<file path="config.mk">
export PLATFORM = sky130hd
export DESIGN_NAME = rms_current_from_adc_window
export DESIGN_NICKNAME = d
export VERILOG_FILES = /design/src/hw/rtl/rmsc_pkg.sv /design/src/hw/rtl/rmsc_window.sv /design/src/hw/rtl/rmsc_isqrt.sv /design/src/hw/rtl/rms_current_from_adc_window.sv
export SDC_FILE = /design/constraint.sdc
export NUM_CORES = 2
export LEC_CHECK = 0
export ABC_AREA = 1
export BUFFER_PORTS_ARGS = -buffer_cell sky130_fd_sc_hd__buf_4
export CAP_MARGIN = 10
export CORE_UTILIZATION = 60
export DETAILED_ROUTE_END_ITERATION = 16
export PLACE_DENSITY = 0.78
export SYNTH_ARGS = -nofsm -noshare
export SYNTH_HDL_FRONTEND = slang
export SYNTH_SLANG_ARGS = --single-unit
</file>
<file path="constraint.sdc">
create_clock -name clk -period 8 [get_ports clk]
set_input_delay 0.8 -clock clk [delete_from_list [all_inputs] [get_ports clk]]
set_output_delay 0.8 -clock clk [all_outputs]
set_load 0.03 [all_outputs]
</file>
<file path="src/hw/rtl/rmsc_pkg.sv">
// ----------------------------------------------------------------------------
// rmsc_pkg: shared constants and types for the rms current block
// Widths, window length, scale factor and the control/status bundles
// that pass between the sequencer and the window datapath.
// ----------------------------------------------------------------------------
package rmsc_pkg;

  // converter sample
  localparam int SAMPLE_W = 10;

  // samples per window; must be a power of two (mean is a plain shift)
  localparam int WINDOW = 1024;
  localparam int CNT_W  = $clog2(WINDOW);

  // d = 2*(sample+offset) - 1023, signed, and its square
  localparam int OFFSET_W = SAMPLE_W + 1;
  localparam int D_W      = SAMPLE_W + 2;
  localparam int SQ_W     = 2 * D_W - 2;
  localparam int SUM_W    = 34;

  localparam logic [D_W:0]        D_BIAS     = (D_W + 1)'(2 ** SAMPLE_W - 1);
  localparam logic [OFFSET_W-1:0] OFFSET_MID = OFFSET_W'(2 ** (SAMPLE_W - 1));

  // mean in Q.16 and its integer root
  localparam int FRAC_W = 16;
  localparam int MEAN_W = SUM_W + FRAC_W - CNT_W;
  localparam int ROOT_W = (MEAN_W + 1) / 2;
  localparam int VAL_W  = 2 * ROOT_W;

  // 2500 / (1023 * 0.185) in Q4.16, rounded
  localparam int                SCALE_W   = 20;
  localparam logic [SCALE_W-1:0] SCALE_Q16 = SCALE_W'(865710);
  localparam int                PROD_W    = ROOT_W + SCALE_W;
  localparam int                RND_SHIFT = 24;

  localparam int CUR_W = 16;

  localparam logic [SAMPLE_W-1:0] THR_RESET = SAMPLE_W'(10);

  typedef struct packed {
    logic load;     // capture the sample
    logic square;   // form d*d
    logic accum;    // add to sum, update min/max and count
    logic clear;    // window end: back to empty window
    logic recal;    // window end with low swing: new offset
  } win_ctrl_t;

  typedef struct packed {
    logic last;       // the beat being accumulated closes the window
    logic low_swing;  // max - min below the drift threshold
  } win_stat_t;

endpackage

</file>
<file path="src/hw/rtl/rmsc_window.sv">
// ----------------------------------------------------------------------------
// rmsc_window: per-window datapath
// Holds the offset, the running min/max, the sum of squares and the sample
// count. One sample takes a square step and an accumulate step.
// ----------------------------------------------------------------------------
module rmsc_window (
  input  logic                          clk,
  input  logic                          rst,
  input  logic [rmsc_pkg::SAMPLE_W-1:0] sample,
  input  logic [rmsc_pkg::SAMPLE_W-1:0] drift_threshold,
  input  rmsc_pkg::win_ctrl_t           ctrl,
  output rmsc_pkg::win_stat_t           stat,
  output logic [rmsc_pkg::SUM_W-1:0]    square_sum
);

  logic [rmsc_pkg::SAMPLE_W-1:0]        sample_reg;
  logic signed [rmsc_pkg::OFFSET_W-1:0] offset;
  logic [rmsc_pkg::CNT_W-1:0]           sample_count;
  logic [rmsc_pkg::SAMPLE_W-1:0]        window_max;
  logic [rmsc_pkg::SAMPLE_W-1:0]        window_min;
  logic [rmsc_pkg::SQ_W-1:0]            square;

  logic signed [rmsc_pkg::D_W-1:0]      level;
  logic [rmsc_pkg::D_W:0]               d_wide;
  logic signed [rmsc_pkg::D_W-1:0]      d;
  logic signed [2*rmsc_pkg::D_W-1:0]    d_sq;
  logic [rmsc_pkg::SAMPLE_W:0]          mid_sum;

  assign level = $signed({{(rmsc_pkg::D_W - rmsc_pkg::SAMPLE_W){1'b0}}, sample_reg})
               + $signed({{(rmsc_pkg::D_W - rmsc_pkg::OFFSET_W){offset[rmsc_pkg::OFFSET_W-1]}},
                          offset});
  assign d_wide  = {level, 1'b0} - rmsc_pkg::D_BIAS;
  assign d       = $signed(d_wide[rmsc_pkg::D_W-1:0]);
  assign d_sq    = d * d;
  assign mid_sum = {1'b0, window_max} + {1'b0, window_min};

  assign stat.last      = (sample_count == rmsc_pkg::CNT_W'(rmsc_pkg::WINDOW - 1));
  assign stat.low_swing = (window_max - window_min) < drift_threshold;

  always_ff @(posedge clk) begin
    if (ctrl.load) begin
      sample_reg <= sample;
    end
    if (ctrl.square) begin
      square <= d_sq[rmsc_pkg::SQ_W-1:0];
    end
  end

  always_ff @(posedge clk) begin
    if (rst) begin
      offset       <= '0;
      sample_count <= '0;
      window_max   <= '0;
      window_min   <= '1;
      square_sum   <= '0;
    end else begin
      if (ctrl.accum) begin
        sample_count <= sample_count + 1'b1;
        square_sum   <= square_sum + rmsc_pkg::SUM_W'(square);
        if (sample_reg > window_max) begin
          window_max <= sample_reg;
        end
        if (sample_reg < window_min) begin
          window_min <= sample_reg;
        end
      end
      if (ctrl.recal) begin
        // offset = 512 - floor((max + min) / 2), always in -511..512
        offset <= $signed(rmsc_pkg::OFFSET_MID - {1'b0, mid_sum[rmsc_pkg::SAMPLE_W:1]});
      end
      if (ctrl.clear) begin
        sample_count <= '0;
        window_max   <= '0;
        window_min   <= '1;
        square_sum   <= '0;
      end
    end
  end

endmodule

</file>
<file path="src/hw/rtl/rmsc_isqrt.sv">
// ----------------------------------------------------------------------------
// rmsc_isqrt: iterative integer square root
// Bit-pair restoring method, one result bit per cycle.
// ----------------------------------------------------------------------------
module rmsc_isqrt (
  input  logic                        clk,
  input  logic                        rst,
  input  logic                        start,
  input  logic [rmsc_pkg::VAL_W-1:0]  radicand,
  output logic                        running,
  output logic                        done,
  output logic [rmsc_pkg::ROOT_W-1:0] root
);

  localparam int STEP_W = $clog2(rmsc_pkg::ROOT_W + 1);

  logic [rmsc_pkg::VAL_W-1:0] rem;
  logic [rmsc_pkg::VAL_W:0]   acc;
  logic [rmsc_pkg::VAL_W-1:0] bit_mask;
  logic [STEP_W-1:0]          step;

  logic [rmsc_pkg::VAL_W:0]   trial;
  logic                       fits;

  assign trial = acc + {1'b0, bit_mask};
  assign fits  = {1'b0, rem} >= trial;
  assign root  = acc[rmsc_pkg::ROOT_W-1:0];

  always_ff @(posedge clk) begin
    if (start) begin
      rem      <= radicand;
      acc      <= '0;
      bit_mask <= {2'b01, {(rmsc_pkg::VAL_W - 2){1'b0}}};
    end else if (running) begin
      if (fits) begin
        rem <= rem - trial[rmsc_pkg::VAL_W-1:0];
        acc <= (acc >> 1) + {1'b0, bit_mask};
      end else begin
        acc <= acc >> 1;
      end
      bit_mask <= bit_mask >> 2;
    end
  end

  always_ff @(posedge clk) begin
    if (rst) begin
      running <= 1'b0;
      done    <= 1'b0;
      step    <= '0;
    end else begin
      done <= 1'b0;
      if (start) begin
        running <= 1'b1;
        step    <= '0;
      end else if (running) begin
        step <= step + 1'b1;
        if (step == STEP_W'(rmsc_pkg::ROOT_W - 1)) begin
          running <= 1'b0;
          done    <= 1'b1;
        end
      end
    end
  end

  property p_no_restart;
    @(posedge clk) disable iff (rst) running |-> !start;
  endproperty
  a_no_restart: assert property (p_no_restart)
    else $error("isqrt restarted while running");

  property p_done_after_run;
    @(posedge clk) disable iff (rst) done |-> $past(running) && !running;
  endproperty
  a_done_after_run: assert property (p_done_after_run)
    else $error("isqrt done without a finished run");

  property p_root_fits;
    @(posedge clk) disable iff (rst) done |-> acc[rmsc_pkg::VAL_W:rmsc_pkg::ROOT_W] == '0;
  endproperty
  a_root_fits: assert property (p_root_fits)
    else $error("isqrt root overflows its width");

endmodule

</file>
<file path="src/hw/rtl/rms_current_from_adc_window.sv">
// ----------------------------------------------------------------------------
// rms_current_from_adc_window: true rms current over sample windows
// Accumulates squared, offset-corrected samples; at each window end it
// either recalibrates the zero offset or reports the rms current in mA.
// ----------------------------------------------------------------------------
// Ordinary sample: busy through the square and accumulate states, no result.
// Window-closing sample: low swing gives the result after the square,
//   accumulate and evaluate states; otherwise the root, multiply and output
//   states follow, the root state waiting on the one-bit-per-cycle square root unit.
// One sample in flight at a time; results are single-cycle done strobes.
// Synchronous reset: threshold 10, offset 0, empty window, idle.
module rms_current_from_adc_window (
  input  logic                          clk,
  input  logic                          rst,
  input  logic                          start,
  output logic                          busy,
  input  logic [rmsc_pkg::SAMPLE_W-1:0] sample,
  output logic                          done,
  output logic [rmsc_pkg::CUR_W-1:0]    current_ma,
  output logic                          recalibrated,
  input  logic                          cfg_valid,
  output logic                          cfg_ready,
  input  logic [rmsc_pkg::SAMPLE_W-1:0] cfg_data
);

  typedef enum logic [6:0] {
    S_IDLE   = 7'b0000001,
    S_SQUARE = 7'b0000010,
    S_ACCUM  = 7'b0000100,
    S_EVAL   = 7'b0001000,
    S_ROOT   = 7'b0010000,
    S_MUL    = 7'b0100000,
    S_OUT    = 7'b1000000
  } state_t;

  state_t state, state_next;

  logic [rmsc_pkg::SAMPLE_W-1:0] drift_threshold;
  rmsc_pkg::win_ctrl_t           ctrl;
  rmsc_pkg::win_stat_t           stat;
  logic [rmsc_pkg::SUM_W-1:0]    square_sum;

  logic                          root_start;
  logic                          root_running;
  logic                          root_done;
  logic [rmsc_pkg::ROOT_W-1:0]   root;
  logic [rmsc_pkg::VAL_W-1:0]    radicand;

  logic [rmsc_pkg::PROD_W-1:0]   product;
  logic [rmsc_pkg::PROD_W:0]     rounded;
  logic [rmsc_pkg::PROD_W-rmsc_pkg::RND_SHIFT:0] scaled;

  assign busy      = (state != S_IDLE);
  assign cfg_ready = 1'b1;

  always_ff @(posedge clk) begin
    if (rst) begin
      drift_threshold <= rmsc_pkg::THR_RESET;
    end else if (cfg_valid && cfg_ready) begin
      drift_threshold <= cfg_data;
    end
  end

  // mean in Q.16 = sum * 2^16 / WINDOW
  assign radicand = rmsc_pkg::VAL_W'({square_sum, {rmsc_pkg::FRAC_W{1'b0}}} >> rmsc_pkg::CNT_W);

  always_comb begin
    state_next = state;
    ctrl       = '0;
    root_start = 1'b0;
    unique case (state)
      S_IDLE: begin
        if (start) begin
          ctrl.load  = 1'b1;
          state_next = S_SQUARE;
        end
      end
      S_SQUARE: begin
        ctrl.square = 1'b1;
        state_next  = S_ACCUM;
      end
      S_ACCUM: begin
        ctrl.accum = 1'b1;
        state_next = stat.last ? S_EVAL : S_IDLE;
      end
      S_EVAL: begin
        ctrl.clear = 1'b1;
        if (stat.low_swing) begin
          ctrl.recal = 1'b1;
          state_next = S_IDLE;
        end else begin
          root_start = 1'b1;
          state_next = S_ROOT;
        end
      end
      S_ROOT: begin
        if (root_done) begin
          state_next = S_MUL;
        end
      end
      S_MUL: begin
        state_next = S_OUT;
      end
      S_OUT: begin
        state_next = S_IDLE;
      end
      default: begin
        state_next = S_IDLE;
      end
    endcase
  end

  always_ff @(posedge clk) begin
    if (rst) begin
      state <= S_IDLE;
    end else begin
      state <= state_next;
    end
  end

  rmsc_window u_window (
    .clk             (clk),
    .rst             (rst),
    .sample          (sample),
    .drift_threshold (drift_threshold),
    .ctrl            (ctrl),
    .stat            (stat),
    .square_sum      (square_sum)
  );

  rmsc_isqrt u_isqrt (
    .clk      (clk),
    .rst      (rst),
    .start    (root_start),
    .radicand (radicand),
    .running  (root_running),
    .done     (root_done),
    .root     (root)
  );

  // scale the root, then round half up and saturate
  always_ff @(posedge clk) begin
    if (state == S_ROOT && root_done) begin
      product <= root * rmsc_pkg::SCALE_Q16;
    end
  end

  assign rounded = {1'b0, product} + (rmsc_pkg::PROD_W + 1)'(1 << (rmsc_pkg::RND_SHIFT - 1));
  assign scaled  = rounded[rmsc_pkg::PROD_W:rmsc_pkg::RND_SHIFT];

  always_ff @(posedge clk) begin
    if (state == S_EVAL && stat.low_swing) begin
      current_ma   <= '0;
      recalibrated <= 1'b1;
    end else if (state == S_OUT) begin
      current_ma   <= (scaled > (rmsc_pkg::PROD_W - rmsc_pkg::RND_SHIFT + 1)'({rmsc_pkg::CUR_W{1'b1}}))
                    ? '1 : scaled[rmsc_pkg::CUR_W-1:0];
      recalibrated <= 1'b0;
    end
  end

  always_ff @(posedge clk) begin
    if (rst) begin
      done <= 1'b0;
    end else begin
      done <= (state == S_OUT) || (state == S_EVAL && stat.low_swing);
    end
  end

  property p_single_strobe;
    @(posedge clk) disable iff (rst) done |=> !done;
  endproperty
  a_single_strobe: assert property (p_single_strobe)
    else $error("result strobe held for two cycles");

  property p_recal_zero;
    @(posedge clk) disable iff (rst) done && recalibrated |-> current_ma == '0;
  endproperty
  a_recal_zero: assert property (p_recal_zero)
    else $error("recalibration beat carries a nonzero current");

  property p_root_only_busy;
    @(posedge clk) disable iff (rst) root_running |-> state == S_ROOT;
  endproperty
  a_root_only_busy: assert property (p_root_only_busy)
    else $error("square root running outside its state");

  property p_accept_busy;
    @(posedge clk) disable iff (rst) start && !busy |=> busy;
  endproperty
  a_accept_busy: assert property (p_accept_busy)
    else $error("accepted sample did not raise busy");

endmodule

</file>
Word level (Yosys, flattened, before mapping)
Index checks and enable logic that the tools add are counted.
Widths: inputs -> output; s select.

operators by class
  equal/unequal tests = 12
  reductions and logical operators = 13
  order comparisons = 5
  multiply operators = 2
  add/sub/neg operators = 12
  bitwise logic cells = 1
  divide/modulo/power cells = 0
  mux-type cells = 22
  shift-type cells = 0

operator list
  kind                    number
  $mux 40                 3
  $pmux 7 s6              1
  $add 40x24->41 const B  1
  $add 40x39->41          1
  $add 41x39->41          1
  $ge 40x41->1            1
  $mux 41                 1
  $sub 40x40->40          1
  $mul 20x19->39 const B  1
  $add 34x22->34          1
  $mul 12x12->22          1
  $lt 10x10->1            2
  $gt 17x16->1 const B    1
  $mux 16                 1
  $mux 7                  2
  $sub 12x10->12 const B  1
  $add 10x10->11          1
  $add 11x11->11          1
  $mux 1                  11
  $sub 10x10->11 const A  1
  $add 10x1->10 const B   1
  $eq 10x10->1 const B    1
  $gt 10x10->1            1
  $reduce_and 2->1        5
  22 further kinds        25

storage, ports and cells
  memories = 0
  latch bits = 0
  RAM bits = 0
  output and inout port bits = 20
  bits in registers = 289
  bits in read-only memories = 0
  input bits = 24

Logic depth before layout (Yosys ltp)
  depth after elaboration = 6
  depth in mapped cells = 32
  gate-level depth less buffers = 32

Modules after synthesis
Synthesis repeated with hierarchy kept, for this count alone.

second synthesis, totals
  cell total of the unflattened synthesis = 4703
  area total of the unflattened synthesis = 33716.1 um^2

modules (own cells, without submodules)
  module                       area an instance (um^2)  instances  cells an instance
  rmsc_window                  12102.9                  1          1648
  rmsc_isqrt                   11178.2                  1          1781
  rms_current_from_adc_window  10435.0                  1          1274

Worst setup path after synthesis
OpenSTA, ideal clock, no wires.

  path type = register to register
  start = register u_window.sample_reg[0] (netlist name)
  end = register u_window.square[21] (netlist name), data pin
  setup slack = 1.582 ns
  data arrival time = 6.166 ns
  cell stages (with the launch flop) = 30
  buffers on the path = 1
  library setup time = 0.252 ns
  cells stage by stage = edfxtp_1 -> ha_1 -> fa_1 -> nand2_1 -> nand2_1 -> o21ai_1 -> o21bai_2 -> nand2_1 -> nand3_1 -> nand2_1 -> nand2_1 -> nand2_1 -> buf_2 -> nor2_1 -> fa_1 -> inv_1 -> fa_1 -> inv_1 -> fa_1 -> fa_1 -> inv_1 -> fa_1 -> inv_1 -> ha_1 -> a21oi_1 -> o21ai_0 -> a221oi_1 -> nand2_1 -> nand3_1 -> nand2_1

on the way
  word-level cells in the longest chain between the ends = 3

ends and longest elaborated chain
  element                      line               source
  start: declaration           rmsc_window.sv:16  logic [rmsc_pkg::SAMPLE_W-1:0] sample_reg;
  start signal: assignment     rmsc_window.sv:42  sample_reg <= sample;
  $add 11x11->11               rmsc_window.sv:30  + $signed({{(rmsc_pkg::D_W - rmsc_pkg::OFFSET_W){offset[rmsc_pkg::OFFSET_W-1]}},
  $sub 12x10->12               rmsc_window.sv:32  assign d_wide = {level, 1'b0} - rmsc_pkg::D_BIAS;
  $mul 12x12->22               rmsc_window.sv:34  assign d_sq = d * d;
  net u_window.d_sq (one bit)  rmsc_window.sv:26  logic signed [2*rmsc_pkg::D_W-1:0] d_sq;
  end signal: assignment       rmsc_window.sv:45  square <= d_sq[rmsc_pkg::SQ_W-1:0];
  end: declaration             rmsc_window.sv:21  logic [rmsc_pkg::SQ_W-1:0] square;

The timed path passes the listed nets, and every way through them passes these cells.
A chain may end at the register's enable or synchronous reset.

Worst setup path in the final report
  start = register u_window.sample_reg[6] (netlist name)
  end = register u_window.square[18] (netlist name), data pin

The elaborated chain is that of the path after synthesis.

==> results.sh <==
export IMPL_status="finished clean"
export IMPL_largest_reg_flops=41
export IMPL_drive_gt1_share_pct=4.08
export IMPL_start_util_pct=60.9
export IMPL_yosys_cell_count_top_type="inv_1"
export IMPL_cts_buffers=35
export IMPL_top_register="u_isqrt.acc"
export IMPL_crit_path_end="u_window.square[18]$_DFFE_PP_"
export IMPL_cts_hold_buf=0
export IMPL_worst_path_most_repeated_cell="inv_1"
export IMPL_synth_top_area_share_pct=16.9
export IMPL_worstPathArrival_ps=7510
export IMPL_fin_crit_sh_pct=90.0
export IMPL_grt_pass1_vias=29000
export IMPL_hpwl_um=72200
export IMPL_end_kind="flip-flop"
export IMPL_syn_avg_cell_area_um2=7.34
export IMPL_use_met1_pct=44.3
export IMPL_start_kind="flip-flop"
export IMPL_r2r_start="u_window.sample_reg[6]$_DFFE_PP_"
export IMPL_antenna_cells=0
export IMPL_fp_dieH_um=236
export IMPL_syn_to_final_growth_pct=6.50
export IMPL_first_iter_violations=2688
export IMPL_grt_max_degree=68
export IMPL_maxCapViolations=0
export IMPL_drc=0
export IMPL_post_route_min_period_ps=7200
export IMPL_post_synth_instance_area_um2=32900
export IMPL_tritoncts="done"
export IMPL_async_flop_share_pct=0
export IMPL_core_um2=53900
export IMPL_viasPerCell=5.63
export IMPL_critPathTopFamily="adder cells"
export IMPL_rsz0062_at_grt="false"
export IMPL_grt_busiest_layer="met2"
export IMPL_synth_top_cell_by_area="fa_1"
export IMPL_grt_use_met3_pct=4.40
export IMPL_yosys_warnings=0
export IMPL_final_cells=5209
export IMPL_num_rows=85
export IMPL_seq_area_frac_synth_pct=18.5
export IMPL_r2r_end="u_window.square[18]$_DFFE_PP_"
export IMPL_numPortBuffers=42
export IMPL_nFillCells=4728
export IMPL_clockRootBuffer="clkbuf_16"
export IMPL_ys_top_cells_by_area="fa_1 17%, ha_1 14%, dfxtp_1 11%"
export IMPL_slowest_delay_ps=540
export IMPL_finClkSkew_ps=24.3
export IMPL_synth_main_ff_cell="dfxtp_1"
export IMPL_critical_path_depth=27
export IMPL_ys_ff_latch=264
export IMPL_synthDistinctLibCells=63
export IMPL_path_max_fanout=15
export IMPL_grt_ovfl_total=0
export IMPL_wl_per_cell_um=17.2
export IMPL_met2_usage_pct=54.8
export IMPL_fin_nets=5163
export IMPL_cts_clk_slew_worst_paths_ps=60
export IMPL_synth_fp_nets=5151
export IMPL_grt_pass1_wl_um=148000
export IMPL_slew_headroom_pct=24.3
export IMPL_synth_edf_count=80
export IMPL_cts_sinks=264
export IMPL_cts_buffer_depth=3
export IMPL_crit_type="flip-flop to flip-flop"
export IMPL_die_area_um2=55700
export IMPL_hold_violations=0
export IMPL_path_buf_inv=8
export IMPL_grt_usage_pct=32.8
export IMPL_io_pins=44
export IMPL_reg2regPathDepth=27
export IMPL_gp_congestion=0.981
export IMPL_chipWidth_um=236
export IMPL_fin_setup_tns_ps=0
export IMPL_insertion_delay_ps=580
export IMPL_cp_startpoint="u_window.sample_reg[6]$_DFFE_PP_"
export IMPL_antenna_found_initial=0
export IMPL_cts_htree_levels=2
export IMPL_hold_path_class="input port to flip-flop"
export IMPL_worst_pin_slew_ps=1140
export IMPL_regToRegSetupSlack_ps=800
export IMPL_cts_resized=0
export IMPL_ant_nets=0
export IMPL_wirelength_um=89800
export IMPL_num_vias=29300
export IMPL_cts_setup_buffers=0
export IMPL_critPathSlowestCell="fa_1"
export IMPL_fmax_mhz=139
export IMPL_critPathRequiredTime_ps=8320
export IMPL_drtPass1Iterations=6
export IMPL_setup_viol_count_final=0
export IMPL_syn_inst=4475
export IMPL_synth_common_cells="950 x inv_1, 838 x nand2_1, 403 x nor2_1, 374 x ha_1, 302 x a21oi_1"
export IMPL_placed_cells=5146
export IMPL_biggestRegsByFlops="u_isqrt.acc (41), u_isqrt.rem (40), u_window.square_sum (34)"
export IMPL_final_max_slew_viol_count=0
-- how the worst min path moves through the flow --
stage                                     from                          endpoint  slack (ps)  cells after the start
2_1_floorplan          u_isqrt.done$_SDFF_PP0_             state[5]$_SDFFE_PP0P_         430                      2
3_3_place_gp   drift_threshold[2]$_SDFFE_PP0P_   drift_threshold[2]$_SDFFE_PP0P_         460                      2
3_5_place_dp   drift_threshold[6]$_SDFFE_PP0P_   drift_threshold[6]$_SDFFE_PP0P_         460                      2
4_1_cts                              sample[1]  u_window.sample_reg[1]$_DFFE_PP_         400                      1
5_1_grt                              sample[6]  u_window.sample_reg[6]$_DFFE_PP_         400                      1
6_report                             sample[2]  u_window.sample_reg[2]$_DFFE_PP_         420                      1
-- cell usage in the layout (no fill, tap or decap), types with 29 or more instances in the layout --
master / n
xor2_1: 118
ha_1: 374
buf_4: 55
fa_1: 278
dfxtp_1: 183
clkbuf_16: 39
nor2_1: 400
nor3_1: 51
a21oi_1: 302
nand3_1: 239
o21ai_0: 180
o21bai_1: 29
xnor2_1: 71
nand4_1: 57
a211oi_1: 32
inv_1: 950
edfxtp_1: 80
nand2_1: 838
-- layer usage --
metal	routed length, um	vias up
li1	-	14300
met1	38900	13900
met2	42200	997
met3	6190	177
met4	2510	0
met5	0	-
-- final cells by class --
type	count	area (um^2)	area share, %
flip-flops and latches	264	6090	17.4
multi-input cells	3171	22800	65.2
clock inverters	12	133	0.379
repair buffers	56	433	1.24
well taps	696	871	2.49
inverters	959	3600	10.3
clock buffers	51	1070	3.06
-- through the flow --
stage	hold WS [ps]	util (%)	area, um^2	setup WS [ps]
finish	416	64.9	35000	803
global route	402	64.9	35000	174
CTS	398	64.9	35000	827
detailed placement	461	62.7	33800	853
global placement	456	62.7	33800	1000
floorplan	434	-	32900	1580
-- cells by family after synthesis --
| group | share of synthesized area [%] |
|---|---|
| flops | 18.5 |
| xor+xnor | 5.04 |
| other cells | 0.0114 |
| simple gates | 21.1 |
| buf+inv | 12.1 |
| compound gates | 12.0 |
| fa+ha+maj | 31.2 |
Power is not shown: default switching activity piles up to over one toggle a cycle in this logic, so the estimate is an artifact.
